<file path="src/sdw_pkg.sv">
// Shared types, widths and helpers for the stereo disparity WTA block.
// No dependencies; imported by every module under src.
package sdw_pkg;

    localparam int MAX_DISP_DEF = 64;

    localparam int FEAT_W     = 8;
    localparam int WEIGHT_W   = 12;
    localparam int RANGE_W    = 7;
    localparam int SAD_W      = 9;              // sum of two 8-bit absolute differences
    localparam int PROD_W     = WEIGHT_W + SAD_W;
    localparam int COST_W     = PROD_W + 1;
    localparam int DEN_W      = COST_W + 1;
    localparam int NUM_W      = COST_W + 5;     // 16*mag + den
    localparam int QUOT_W     = 4;              // offset never exceeds 8
    localparam int DISP_W     = 12;
    localparam int DISP_EXT_W = DISP_W + 1;
    localparam int WHOLE_W    = 6;
    localparam int CFG_ADDR_W = 2;
    localparam int CFG_DATA_W = 12;

    localparam logic [DISP_EXT_W-1:0] DISP_MAX = DISP_EXT_W'(4080);

    localparam logic [WEIGHT_W-1:0] WEIGHT_RST = WEIGHT_W'(256);
    localparam logic [RANGE_W-1:0]  RANGE_RST  = RANGE_W'(64);

    // configuration register indexes
    localparam logic [CFG_ADDR_W-1:0] CFG_WEIGHT_GRAD = 2'd0;
    localparam logic [CFG_ADDR_W-1:0] CFG_WEIGHT_DOG  = 2'd1;
    localparam logic [CFG_ADDR_W-1:0] CFG_DISP_RANGE  = 2'd2;

    typedef struct packed {
        logic [FEAT_W-1:0] dog_y;
        logic [FEAT_W-1:0] dog_x;
        logic [FEAT_W-1:0] grad_y;
        logic [FEAT_W-1:0] grad_x;
    } t_feat;

    typedef enum logic [2:0] {
        ST_IDLE,
        ST_SCAN,
        ST_DRAIN,
        ST_PREP,
        ST_LOAD,
        ST_DIV,
        ST_FIN
    } t_state;

    function automatic logic [FEAT_W-1:0] absdiff8(logic [FEAT_W-1:0] a, logic [FEAT_W-1:0] b);
        return (a > b) ? a - b : b - a;
    endfunction

endpackage

</file>
<file path="src/sdw_window.sv">
// Circular store of the right-image features of the current row.
// Depends on sdw_pkg. Entry d is the pixel d columns left of the newest one.
module sdw_window #(
    parameter int MAX_DISP = sdw_pkg::MAX_DISP_DEF,
    parameter int DW       = $clog2(MAX_DISP)
) (
    input  logic            i_clk,
    input  logic            i_rst_n,
    input  logic            i_push,
    input  sdw_pkg::t_feat  i_push_data,
    input  logic [DW-1:0]   i_rd_d,
    output sdw_pkg::t_feat  o_rd_data
);
    import sdw_pkg::*;

    localparam logic [DW-1:0] PTR_LAST = DW'(MAX_DISP - 1);
    localparam logic [DW:0]   DEPTH    = (DW + 1)'(MAX_DISP);

    t_feat         r_mem [MAX_DISP];
    t_feat         r_rd_data;
    logic [DW-1:0] r_wp;
    logic [DW-1:0] n_wp;
    logic [DW:0]   rd_diff;
    logic [DW:0]   rd_wrap;
    logic [DW-1:0] rd_addr;

    assign n_wp    = (r_wp == PTR_LAST) ? '0 : r_wp + 1'b1;
    assign rd_diff = {1'b0, r_wp} - {1'b0, i_rd_d};
    assign rd_wrap = rd_diff + DEPTH;
    assign rd_addr = rd_diff[DW] ? rd_wrap[DW-1:0] : rd_diff[DW-1:0];

    always_ff @(posedge i_clk) begin
        if (!i_rst_n) begin
            r_wp <= '0;
        end else if (i_push) begin
            r_wp <= n_wp;
        end
    end

    always_ff @(posedge i_clk) begin
        if (i_push) begin
            r_mem[n_wp] <= i_push_data;
        end
        r_rd_data <= r_mem[rd_addr];
    end

    assign o_rd_data = r_rd_data;

endmodule

</file>
<file path="src/sdw_cost.sv">
// Two-stage matching cost unit: weighted gradient and DoG absolute differences.
// Depends on sdw_pkg. One disparity enters per cycle; products and cost sum are each registered.
module sdw_cost (
    input  logic                          i_clk,
    input  sdw_pkg::t_feat                i_left,
    input  sdw_pkg::t_feat                i_right,
    input  logic [sdw_pkg::WEIGHT_W-1:0]  i_weight_grad,
    input  logic [sdw_pkg::WEIGHT_W-1:0]  i_weight_dog,
    output logic [sdw_pkg::COST_W-1:0]    o_cost
);
    import sdw_pkg::*;

    logic [SAD_W-1:0]  sad_grad;
    logic [SAD_W-1:0]  sad_dog;
    logic [PROD_W-1:0] r_prod_grad;
    logic [PROD_W-1:0] r_prod_dog;
    logic [COST_W-1:0] r_cost;

    assign sad_grad = SAD_W'(absdiff8(i_left.grad_x, i_right.grad_x))
                    + SAD_W'(absdiff8(i_left.grad_y, i_right.grad_y));
    assign sad_dog  = SAD_W'(absdiff8(i_left.dog_x, i_right.dog_x))
                    + SAD_W'(absdiff8(i_left.dog_y, i_right.dog_y));

    always_ff @(posedge i_clk) begin
        r_prod_grad <= PROD_W'(i_weight_grad) * PROD_W'(sad_grad);
        r_prod_dog  <= PROD_W'(i_weight_dog) * PROD_W'(sad_dog);
        r_cost      <= COST_W'(r_prod_grad) + COST_W'(r_prod_dog);
    end

    assign o_cost = r_cost;

endmodule

</file>
<file path="src/sdw_div.sv">
// Restoring divider for the subpixel offset, one quotient bit per cycle.
// Depends on sdw_pkg. The divisor arrives pre-shifted to the top quotient bit.
module sdw_div (
    input  logic                        i_clk,
    input  logic                        i_rst_n,
    input  logic                        i_start,
    input  logic [sdw_pkg::NUM_W-1:0]   i_num,
    input  logic [sdw_pkg::NUM_W-1:0]   i_div_top,
    output logic                        o_done,
    output logic [sdw_pkg::QUOT_W-1:0]  o_quot
);
    import sdw_pkg::*;

    localparam int CNT_W = $clog2(QUOT_W);

    logic [NUM_W-1:0]  r_rem;
    logic [NUM_W-1:0]  r_dsh;
    logic [QUOT_W-1:0] r_quot;
    logic [CNT_W-1:0]  r_cnt;
    logic              r_busy;
    logic              r_done;
    logic              ge;

    assign ge = (r_rem >= r_dsh);

    always_ff @(posedge i_clk) begin
        if (!i_rst_n) begin
            r_busy <= 1'b0;
            r_done <= 1'b0;
            r_cnt  <= '0;
        end else begin
            r_done <= r_busy && (r_cnt == '0);
            if (i_start) begin
                r_busy <= 1'b1;
                r_cnt  <= CNT_W'(QUOT_W - 1);
            end else if (r_busy) begin
                r_cnt <= r_cnt - 1'b1;
                if (r_cnt == '0) begin
                    r_busy <= 1'b0;
                end
            end
        end
    end

    always_ff @(posedge i_clk) begin
        if (i_start) begin
            r_rem  <= i_num;
            r_dsh  <= i_div_top;
            r_quot <= '0;
        end else if (r_busy) begin
            if (ge) begin
                r_rem <= r_rem - r_dsh;
            end
            r_quot <= {r_quot[QUOT_W-2:0], ge};
            r_dsh  <= r_dsh >> 1;
        end
    end

    assign o_done = r_done;
    assign o_quot = r_quot;

endmodule

</file>
<file path="src/stereo_disparity_wta_subpixel_top.sv">
// Top level of the WTA stereo disparity block with parabolic subpixel refinement.
// Depends on sdw_pkg, sdw_window, sdw_cost and sdw_div.
//
//  channel  | handshake                   | payload
//  ---------+-----------------------------+-----------------------------------------
//  input    | i_in_valid / o_in_ready     | i_row_start, i_left_*, i_right_*
//  output   | o_out_valid / i_out_ready   | o_disparity (Q8.4), o_whole_disparity
//  config   | i_cfg_we (no back-pressure) | i_cfg_addr, i_cfg_data
//
// An item is scanned over maxd disparities, and the parabola is fitted only when the winner
// has two neighbours; maxd is min(column + 1, range), with the range taken as 1..MAX_DISP.
// The window memory read port sets the scan pace: one disparity per cycle.
// Reset is synchronous, active low, and clears control state only; the window is not
// cleared since only entries written in the current row are ever read.
// A finished result waits in the output register; the next request is taken meanwhile,
// and only the final write-back stalls on a full output register.
module stereo_disparity_wta_subpixel_top #(
    parameter int MAX_DISP = sdw_pkg::MAX_DISP_DEF
) (
    input  logic                            i_clk,
    input  logic                            i_rst_n,
    // input request channel
    input  logic                            i_in_valid,
    output logic                            o_in_ready,
    input  logic                            i_row_start,
    input  logic [sdw_pkg::FEAT_W-1:0]      i_left_grad_x,
    input  logic [sdw_pkg::FEAT_W-1:0]      i_left_grad_y,
    input  logic [sdw_pkg::FEAT_W-1:0]      i_left_dog_x,
    input  logic [sdw_pkg::FEAT_W-1:0]      i_left_dog_y,
    input  logic [sdw_pkg::FEAT_W-1:0]      i_right_grad_x,
    input  logic [sdw_pkg::FEAT_W-1:0]      i_right_grad_y,
    input  logic [sdw_pkg::FEAT_W-1:0]      i_right_dog_x,
    input  logic [sdw_pkg::FEAT_W-1:0]      i_right_dog_y,
    // result channel
    output logic                            o_out_valid,
    input  logic                            i_out_ready,
    output logic [sdw_pkg::DISP_W-1:0]      o_disparity,
    output logic [sdw_pkg::WHOLE_W-1:0]     o_whole_disparity,
    // configuration writes
    input  logic                            i_cfg_we,
    input  logic [sdw_pkg::CFG_ADDR_W-1:0]  i_cfg_addr,
    input  logic [sdw_pkg::CFG_DATA_W-1:0]  i_cfg_data
);
    import sdw_pkg::*;

    localparam int DW = $clog2(MAX_DISP);
    // width able to hold both the range register and MAX_DISP
    localparam int RW = (DW + 1 > RANGE_W) ? DW + 1 : RANGE_W;

    localparam logic [DW-1:0] COL_LAST  = DW'(MAX_DISP - 1);
    localparam logic [RW-1:0] RNG_MAX   = RW'(MAX_DISP);
    localparam logic [RW-1:0] RNG_ONE   = RW'(1);

    // ---------------- configuration ----------------
    logic [WEIGHT_W-1:0] r_weight_grad;
    logic [WEIGHT_W-1:0] r_weight_dog;
    logic [RANGE_W-1:0]  r_range;

    always_ff @(posedge i_clk) begin
        if (!i_rst_n) begin
            r_weight_grad <= WEIGHT_RST;
            r_weight_dog  <= WEIGHT_RST;
            r_range       <= RANGE_RST;
        end else if (i_cfg_we) begin
            case (i_cfg_addr)
                CFG_WEIGHT_GRAD: r_weight_grad <= i_cfg_data[WEIGHT_W-1:0];
                CFG_WEIGHT_DOG:  r_weight_dog  <= i_cfg_data[WEIGHT_W-1:0];
                CFG_DISP_RANGE:  r_range       <= i_cfg_data[RANGE_W-1:0];
                default: ;
            endcase
        end
    end

    // ---------------- sequencer ----------------
    t_state r_state;
    t_state n_state;

    logic in_ready;
    logic accept;
    logic issue;
    logic div_start;
    logic out_load;
    logic scan_last;
    logic refine;
    logic div_done;

    logic [DW-1:0] r_rd_d;
    logic [DW:0]   r_maxd;
    logic [DW-1:0] r_col;

    // tag pipeline, aligned with memory read, products, cost
    logic          r_v1, r_v2, r_v3;
    logic          r_l1, r_l2, r_l3;
    logic [DW-1:0] r_d1, r_d2, r_d3;

    assign accept    = i_in_valid && in_ready;
    assign scan_last = ((DW + 1)'(r_rd_d) + 1'b1) == r_maxd;

    always_comb begin
        n_state = r_state;
        case (r_state)
            ST_IDLE:  if (i_in_valid) n_state = ST_SCAN;
            ST_SCAN:  if (scan_last) n_state = ST_DRAIN;
            ST_DRAIN: if (r_v3 && r_l3) n_state = ST_PREP;
            ST_PREP:  n_state = refine ? ST_LOAD : ST_FIN;
            ST_LOAD:  n_state = ST_DIV;
            ST_DIV:   if (div_done) n_state = ST_FIN;
            ST_FIN:   if (!o_out_valid || i_out_ready) n_state = ST_IDLE;
            default:  n_state = ST_IDLE;
        endcase
    end

    always_comb begin
        in_ready  = 1'b0;
        issue     = 1'b0;
        div_start = 1'b0;
        out_load  = 1'b0;
        case (r_state)
            ST_IDLE: in_ready  = 1'b1;
            ST_SCAN: issue     = 1'b1;
            ST_LOAD: div_start = 1'b1;
            ST_FIN:  out_load  = !o_out_valid || i_out_ready;
            default: ;
        endcase
    end

    always_ff @(posedge i_clk) begin
        if (!i_rst_n) begin
            r_state <= ST_IDLE;
        end else begin
            r_state <= n_state;
        end
    end

    // ---------------- item set-up ----------------
    t_feat         r_left;
    t_feat         right_in;
    logic [DW-1:0] col_cur;
    logic [RW-1:0] rng_in;
    logic [RW-1:0] rng_eff;
    logic [RW-1:0] col_plus;
    logic [RW-1:0] maxd_in;

    assign right_in = '{dog_y: i_right_dog_y, dog_x: i_right_dog_x,
                        grad_y: i_right_grad_y, grad_x: i_right_grad_x};

    // no row start after reset still starts at column 0: r_col resets to zero
    assign col_cur  = i_row_start ? '0 : r_col;
    assign rng_in   = RW'(r_range);
    assign rng_eff  = (rng_in == '0) ? RNG_ONE : ((rng_in > RNG_MAX) ? RNG_MAX : rng_in);
    assign col_plus = RW'(col_cur) + RNG_ONE;
    assign maxd_in  = (col_plus < rng_eff) ? col_plus : rng_eff;

    always_ff @(posedge i_clk) begin
        if (!i_rst_n) begin
            r_col  <= '0;
            r_rd_d <= '0;
        end else if (accept) begin
            r_col  <= (col_cur == COL_LAST) ? col_cur : col_cur + 1'b1;
            r_rd_d <= '0;
        end else if (issue) begin
            r_rd_d <= r_rd_d + 1'b1;
        end
    end

    always_ff @(posedge i_clk) begin
        if (accept) begin
            r_left <= '{dog_y: i_left_dog_y, dog_x: i_left_dog_x,
                        grad_y: i_left_grad_y, grad_x: i_left_grad_x};
            r_maxd <= maxd_in[DW:0];
        end
    end

    always_ff @(posedge i_clk) begin
        if (!i_rst_n) begin
            r_v1 <= 1'b0;
            r_v2 <= 1'b0;
            r_v3 <= 1'b0;
        end else begin
            r_v1 <= issue;
            r_v2 <= r_v1;
            r_v3 <= r_v2;
        end
    end

    always_ff @(posedge i_clk) begin
        r_l1 <= issue && scan_last;
        r_l2 <= r_l1;
        r_l3 <= r_l2;
        r_d1 <= r_rd_d;
        r_d2 <= r_d1;
        r_d3 <= r_d2;
    end

    // ---------------- datapath units ----------------
    t_feat             rd_right;
    logic [COST_W-1:0] cost;

    sdw_window #(
        .MAX_DISP (MAX_DISP),
        .DW       (DW)
    ) u_window (
        .i_clk       (i_clk),
        .i_rst_n     (i_rst_n),
        .i_push      (accept),
        .i_push_data (right_in),
        .i_rd_d      (r_rd_d),
        .o_rd_data   (rd_right)
    );

    sdw_cost u_cost (
        .i_clk         (i_clk),
        .i_left        (r_left),
        .i_right       (rd_right),
        .i_weight_grad (r_weight_grad),
        .i_weight_dog  (r_weight_dog),
        .o_cost        (cost)
    );

    // ---------------- winner tracking ----------------
    // p: cost left of the winner, m: winner cost, n: cost right of the winner
    logic [DW-1:0]     r_best;
    logic [COST_W-1:0] r_p, r_m, r_n, r_prev;
    logic              r_pend;

    always_ff @(posedge i_clk) begin
        if (r_v3) begin
            r_prev <= cost;
            if (r_d3 == '0 || cost < r_m) begin
                // first strict minimum wins, so ties keep the earlier disparity
                r_best <= r_d3;
                r_m    <= cost;
                r_p    <= r_prev;
                r_pend <= 1'b1;
            end else if (r_pend) begin
                r_n    <= cost;
                r_pend <= 1'b0;
            end
        end
    end

    assign refine = (r_best != '0) && (((DW + 1)'(r_best) + 1'b1) < r_maxd);

    // ---------------- subpixel fit ----------------
    logic [DEN_W-1:0]  r_den;
    logic [COST_W-1:0] r_mag;
    logic              r_p_ge_n;
    logic              r_refine;
    logic [NUM_W-1:0]  div_num;
    logic [NUM_W-1:0]  div_top;
    logic [QUOT_W-1:0] quot;

    always_ff @(posedge i_clk) begin
        if (r_state == ST_PREP) begin
            r_den    <= DEN_W'(r_p - r_m) + DEN_W'(r_n - r_m);
            r_mag    <= (r_p > r_n) ? r_p - r_n : r_n - r_p;
            r_p_ge_n <= (r_p >= r_n);
            r_refine <= refine;
        end
    end

    // offset = (16*mag + den) / (2*den); the divisor enters shifted to quotient bit 3
    assign div_num = NUM_W'({r_mag, 4'b0000}) + NUM_W'(r_den);
    assign div_top = NUM_W'({r_den, 4'b0000});

    sdw_div u_div (
        .i_clk     (i_clk),
        .i_rst_n   (i_rst_n),
        .i_start   (div_start),
        .i_num     (div_num),
        .i_div_top (div_top),
        .o_done    (div_done),
        .o_quot    (quot)
    );

    // ---------------- result ----------------
    logic [DISP_EXT_W-1:0] disp_base;
    logic [DISP_EXT_W-1:0] disp_off;
    logic [DISP_EXT_W-1:0] disp_sum;
    logic [DISP_EXT_W-1:0] disp_clamp;
    logic                  r_out_valid;
    logic [DISP_W-1:0]     r_disparity;
    logic [WHOLE_W-1:0]    r_whole;

    assign disp_base = DISP_EXT_W'({r_best, 4'b0000});
    assign disp_off  = DISP_EXT_W'(quot);
    // winner is at least 1 when refined, so the subtraction cannot go below zero
    assign disp_sum  = !r_refine ? disp_base :
                       (r_p_ge_n ? disp_base + disp_off : disp_base - disp_off);
    assign disp_clamp = (disp_sum > DISP_MAX) ? DISP_MAX : disp_sum;

    always_ff @(posedge i_clk) begin
        if (!i_rst_n) begin
            r_out_valid <= 1'b0;
        end else if (out_load) begin
            r_out_valid <= 1'b1;
        end else if (i_out_ready) begin
            r_out_valid <= 1'b0;
        end
    end

    always_ff @(posedge i_clk) begin
        if (out_load) begin
            r_disparity <= disp_clamp[DISP_W-1:0];
            r_whole     <= WHOLE_W'(r_best);
        end
    end

    assign o_in_ready        = in_ready;
    assign o_out_valid       = r_out_valid;
    assign o_disparity       = r_disparity;
    assign o_whole_disparity = r_whole;

    // ---------------- checks ----------------
    a_scan_in_range: assert property (@(posedge i_clk) disable iff (!i_rst_n)
        (r_state == ST_SCAN) |-> ((DW + 1)'(r_rd_d) < r_maxd))
        else $error("scan index beyond searched range");

    a_tags_idle: assert property (@(posedge i_clk) disable iff (!i_rst_n)
        in_ready |-> !(r_v1 || r_v2 || r_v3))
        else $error("cost pipeline busy while taking a request");

    a_div_done_state: assert property (@(posedge i_clk) disable iff (!i_rst_n)
        div_done |-> (r_state == ST_DIV))
        else $error("divider finished outside its wait state");

    a_parabola_convex: assert property (@(posedge i_clk) disable iff (!i_rst_n)
        (r_state == ST_PREP && refine) |-> (r_p > r_m && r_n >= r_m))
        else $error("winner is not a strict local minimum");

    a_offset_bound: assert property (@(posedge i_clk) disable iff (!i_rst_n)
        div_done |-> (quot <= QUOT_W'(8)))
        else $error("subpixel offset exceeds half a pixel");

endmodule

</file>
<file path="config.mk">
export PLATFORM = sky130hd
export DESIGN_NAME = stereo_disparity_wta_subpixel_top
export DESIGN_NICKNAME = d
export VERILOG_FILES = /design/src/sdw_pkg.sv /design/src/sdw_window.sv /design/src/sdw_cost.sv /design/src/sdw_div.sv /design/src/stereo_disparity_wta_subpixel_top.sv
export SDC_FILE = /design/constraint.sdc
export NUM_CORES = 2
export LEC_CHECK = 0
export BUFFER_PORTS_ARGS = -buffer_cell sky130_fd_sc_hd__buf_2
export CAP_MARGIN = 20
export CORE_MARGIN = 3
export CORE_UTILIZATION = 30
export CTS_CLUSTER_DIAMETER = 30
export DETAILED_ROUTE_END_ITERATION = 7
export PLACE_DENSITY = 0.49
export SYNTH_ARGS = -nofsm -noshare
export SYNTH_HDL_FRONTEND = slang
export SYNTH_HIERARCHICAL = 1
export SYNTH_SLANG_ARGS = --single-unit
</file>
<file path="constraint.sdc">
create_clock -name i_clk -period 7.2 [get_ports i_clk]
set_clock_uncertainty 0.2 [all_clocks]
set_input_delay 1.08 -clock i_clk [delete_from_list [all_inputs] [get_ports i_clk]]
set_output_delay 1.08 -clock i_clk [all_outputs]
set_load 0.01 [all_outputs]
</file>
* After elaboration in Yosys (flattened, before gate mapping)
Memories as Yosys holds them, arrays and structs flattened. A register that Yosys moved wholly into a read port is not among the register bits. Index checks and enable logic that the tools add are counted.
Word-level totals: register bits after elaboration 402, memory bits (writable) 2048, bits of input ports 84, output and inout port bits 20, word-level logic and storage cells 171, memories 1
Memory list:
- u_window.r_mem | words 64, width 32, read ports 1, clocked after memory_dff 1, write ports 1, line sdw_window.sv:19 | t_feat r_mem [MAX_DISP];
Operators by class: add/subtract/negate cells 29, $mul 2, order comparisons 12, eq/ne operators 16, mux-type cells 40, bitwise logic cells 2, reduce and logical (&&, ||, !) cells 25
Operator list (count):
- 2-to-1 mux 27 bit | 5
- subtractor 8 bit | 8
- subtractor 22 x 22 -> 23 bit | 2
- subtractor 22 bit | 2
- multiplier 12 x 9 -> 21 bit | 2
- > comparator 8 bit | 4
- 2-to-1 mux 8 bit | 4
- adder 26 x 23 -> 27 bit | 1
- >= comparator 27 bit | 1
- subtractor 27 bit | 1
- 2-to-1 mux 13 bit | 2
- adder 6 x 1 -> 6 bit (second input constant) | 4
- 2-to-1 mux 6 bit | 4
- adder 23 bit | 1
- adder 21 x 21 -> 22 bit | 1
- >= comparator 22 bit | 1
- > comparator 22 bit | 1
- less-than comparator 22 bit | 1
- 2-to-1 mux 22 bit | 1
- adder 6 x 1 -> 7 bit (second input constant) | 3
- 2-to-1 mux 7 bit | 3
- one-hot mux 3 bit (7 select lines) | 1
- adder 8 x 8 -> 9 bit | 2
- 2-to-1 mux 3 bit | 5
- other kinds (32) | 66

* Depth between registers and ports, before layout
depth after elaboration 5, depth in mapped cells 36, gate-level depth less buffers 35

* Hierarchy
The synthesis kept the hierarchy.
By module, submodules not included:
- sdw_window | instances 1, cells each 3398, area each 79463.7 um^2, sequential area each 62259.7 um^2
- stereo_disparity_wta_subpixel_top | instances 1, cells each 1390, area each 15053.2 um^2, sequential area each 7367.1 um^2
- sdw_cost | instances 1, cells each 1459, area each 12418.2 um^2, sequential area each 1281.2 um^2
- sdw_div | instances 1, cells each 459, area each 4229.1 um^2, sequential area each 1781.7 um^2

* Worst setup path before layout
OpenSTA, ideal clock, no wires.
path type register to register, start point register r_left[0] in the netlist's numbering, end point register u_cost.r_prod_grad[17], setup time 0.062 ns, data arrival time 7.227 ns, data required time 6.938 ns, setup slack -0.289 ns, cell stages (with the launch flop) 34, buffers on the path 1, clock period less this slack 7.489 ns, cell sequence edfxtp_1 -> inv_1 -> ha_1 -> inv_1 -> fa_1 -> a21o_1 -> a21oi_1 -> o21bai_1 -> a21oi_2 -> o21ai_4 -> mux2_2 -> ha_1 -> a21o_1 -> a21oi_1 -> o21ai_1 -> a21oi_1 -> o21ai_1 -> xor2_1 -> clkbuf_1 -> and2_1 -> fa_1 -> fa_1 -> fa_1 -> inv_1 -> fa_1 -> inv_1 -> ha_1 -> a21oi_2 -> o21bai_1 -> a21o_1 -> a21oi_1 -> a21oi_1 -> or4_1 -> nand3_1
On the way: word-level cells in the longest chain between the ends 4, elaborated cells on any way between the ends 6, those cells by class add/sub: 3; mul: 1; order compare: 1; mux: 1
RTL lines:
- start: declaration | line stereo_disparity_wta_subpixel_top.sv:136 | t_feat r_left;
- start signal: assignment | line stereo_disparity_wta_subpixel_top.sv:168 | r_left <= '{dog_y: i_left_dog_y, dog_x: i_left_dog_x,
- subtractor 8 bit / > comparator 8 bit (equally long branches) | line sdw_pkg.sv:50 | return (a > b) ? a - b : b - a;
- 2-to-1 mux 8 bit * | line sdw_pkg.sv:50
- adder 8 x 8 -> 9 bit * | line sdw_cost.sv:20 | + SAD_W'(absdiff8(i_left.grad_y, i_right.grad_y));
- multiplier 12 x 9 -> 21 bit * | line sdw_cost.sv:25 | r_prod_grad <= PROD_W'(i_weight_grad) * PROD_W'(sad_grad);
- end signal: assignment | line sdw_cost.sv:25
- end: declaration | line sdw_cost.sv:15 | logic [PROD_W-1:0] r_prod_grad;
Mark *: on every way between the ends. The rest lies on a longest branch, timed or not. A chain may end at the register's enable or synchronous reset.

* Final worst setup path
start point register r_left[8] in the netlist's numbering, end point register u_cost.r_prod_grad[17]
The elaborated chain is that of the path after synthesis.

==> results by group <==
Run status
  • Status: finished with violations
  • Failing checks: setup timing

Logic synthesis
  • Synth cell types: roughly 120
  • Cells after synthesis: roughly 6,700
  • Synth async-reset ratio: 0%
  • Synth Flop Type: edfxtp_1
  • Mean post-synth cell area: approximately 17 um^2
  • Yosys warns: 6
  • Synth Register Bits: 2,481
  • Post-synth EDFFs: around 2,300
  • Top cells by area, synth: edfxtp_1 (62%), mux4_2 (12%), ha_1 (3.8%)
  • Seq/Total Area, Yosys: ~65%
  • Area leader, netlist: edfxtp_1
  • Yosys top cell area share: 62.1%
  • Synthesized area: 111,000 um^2

STA
  • Hold WS: 0.101 ns
  • Final min period: 7.43 ns
  • Final Setup Violations: 8
  • Max-slew violation count: 0
  • Worst slew pin tran: 1.14 ns
  • Final setup margin: -0.225 ns
  • Period Utilization, post-route: 103%
  • Slew HR: between 20 and 25%
  • RSZ-0062 raised after global routing: yes
  • Max Fclk: 135 MHz
  • Final Hold Violating Endpoints: 0

Global routing
  • Number of global-route vias before repair: about 65,000
  • First-pass GRT wire length: about 450 mm
  • Overflow left after global routing: 0
  • Initial antenna violation count: 34
  • Largest net degree at the start of global routing: roughly 110
  • Global Route Usage Sum: ~16%

Cells and area
  • # fillers: approximately 34,000
  • Register area: 72,700 um^2
  • Most frequent cells in the layout: edfxtp_1 (2,300), mux4_2 (575), clkbuf_16 (482)
  • Multi-input logic area: ~37,000 um^2
  • Area grow syn2layout: 24.5%
  • Most common cell after layout, fill and taps aside: edfxtp_1
  • Layout net count: roughly 8,000
  • Layout cells sized above 1: between 20 and 30%
  • Final cell count without fillers: 12,800

Worst setup path
  • CP Capture Type: flop
  • Top delay family on crit path: adder cells
  • Reg2reg start: r_left[8]$_DFFE_PP_
  • Type of origin of the critical path: flop
  • Crit path from: r_left[8]$_DFFE_PP_
  • Worst EP required: ~8 ns
  • Slowest CP cell: fa_2
  • Crit path buf inv count: 7
  • Critical path class: reg -> reg
  • Slowest stage delay, CP: about 0.5 ns
  • Worst-path fanout max: 5
  • Arr. time, crit path: approximately 8.0 ns

Detailed routing
  • DR vias/cell: 4.90
  • Overall routed net length: 311 mm
  • DR pass1 iterations: 5
  • DR vias: around 63,000
  • DRC viols: 0
  • Routed Antenna Nets: 0
  • Initial DRC count: roughly 5,300
  • WL per Instance: 24.3 um

Floorplan
  • Placeable Area: around 370,000 um^2
  • Top Ports: roughly 100
  • Die Wd: a little over 600 um
  • Die area: around 380,000 um^2
  • Vert. Die Dim: between 600 and 700 um
  • Row count: roughly 220
  • Initial Util: 30.3%

Clocking
  • Clock slew at reported path FFs: roughly 0.050 ns
  • Root buf cell: clkbuf_16
  • Clock Latency Late Sink: around 0.98 ns
  • CTS H-tree lvls: 5
  • Clk buf depth: 4
  • TritonCTS Sinks: approximately 2,500
  • CTS tree: built
  • CTS Hold Bufs: 0
  • Inserted Clock Buffers: ~470

Hold path
  • HP Start: i_left_dog_y[2]
  • Tightest Hold Check Type: in -> reg

Placement
  • GPL Wtd Cong: ~0.85
  • Port-buffer cells: about 100
  • Hpwl dp: between 150 and 200 mm
  • Placed Cells: ~12,000

Pwr
  • Lkg Pwr: 49.4 nW
  • VDD IR-drop max: 786 uV
  • Pwr Density: ~480 nW/um^2

Run
  • Max-cap violation count: 0
repair_timing:
action,in CTS,in global routing
hold endpoints to repair,0,0
pin swaps,138,144
buffers inserted,45,22
resized for setup,111,145
endpoints found under the setup margin,22,24
power breakdown:
group / switching, mW / internal, mW / leakage (nW) / total (mW)
clock: 7.63 / 15.1 / 8.02 / 22.7
sequential: 0.247 / 16.3 / 22.2 / 16.5
combinational: 14.1 / 13.2 / 19.1 / 27.3
total: 22.0 / 44.6 / 49.4 / 66.6
metrics by stage:
| step | setup TNS (ns) | total power [mW] | worst slack (ns) | area [um^2] | utilization [%] |
|---|---|---|---|---|---|
| finish | -0.969 | 66.6 | -0.225 | 138000 | 37.7 |
| floorplan | 0 | 30.6 | 0.00127 | 111000 | - |
| global route | -6.00 | 70.4 | -0.599 | 138000 | 37.7 |
| CTS | -1.67 | 64.5 | -0.244 | 138000 | 37.5 |
| global placement | -4.76 | 38.7 | -0.560 | 120000 | 32.7 |
| detailed placement | -6.86 | 38.9 | -0.593 | 120000 | 32.7 |
cell usage after synthesis, types with 105 or more instances:
cell type	instances
dfxtp_1	181
nand2_1	473
a21oi_1	206
ha_1	337
edfxtp_1	2300
mux2i_1	118
o21ai_0	141
clkbuf_1	131
fa_1	180
xnor2_1	108
mux4_2	575
inv_1	508
nor2_1	224
and2_1	105
sequential cells by signal, indices dropped and copies added (netlist names), 22 cells and up:
register	count
u_window/o_rd_data	32
r_den	23
r_prev	22
r_left	32
u_window/r_mem	2048
u_div/r_rem	27
r_n	22
u_cost/o_cost	22
r_p	22
r_m	22
u_div/r_dsh	27
r_mag	22
logic make-up after synthesis:
family / count (synthesis) / share of synthesized area (%)
and+or+nand+nor: 1142 / 4.84
muxes: 700 / 12.8
buffers and inverters: 781 / 2.95
adders and majority gates: 517 / 7.03
DFF: 2481 / 65.4
AOI/OAI and AO/OA: 909 / 5.61
other: 1 / 0.00337
xor gates and xnor gates: 175 / 1.39
area by class of cell:
type	instances	area share (%)
Antenna cell	12	0.0217
Clock buffer	535	8.89
Clock inverter	359	3.25
Inverter	509	1.38
Multi-Input combinational cell	3447	26.6
Sequential cell	2481	52.5
Tap cell	4928	4.46
Timing Repair Buffer	507	2.87
per-layer routing:
metal	track usage (%)	vias up	share of wire [%]
met2	26.3	1783	48
met5	0	-	0.011
met3	2.33	507	5.6
met1	21.7	32800	43
met4	5.31	6	3.1
li1	-	27500	-
final timing paths:
check | end | slack (ns) | depth (start not counted)
setup / recovery | u_cost/r_prod_grad[17]$_DFF_P_ | -0.23 | 35
hold / removal | r_left[26]$_DFFE_PP_ | 0.10 | 1
hold reg to reg | r_l3$_DFF_P_ | 0.12 | 0
setup reg to reg | u_cost/r_prod_grad[17]$_DFF_P_ | -0.23 | 35
No activity file was read; power rests on OpenSTA's default activity.
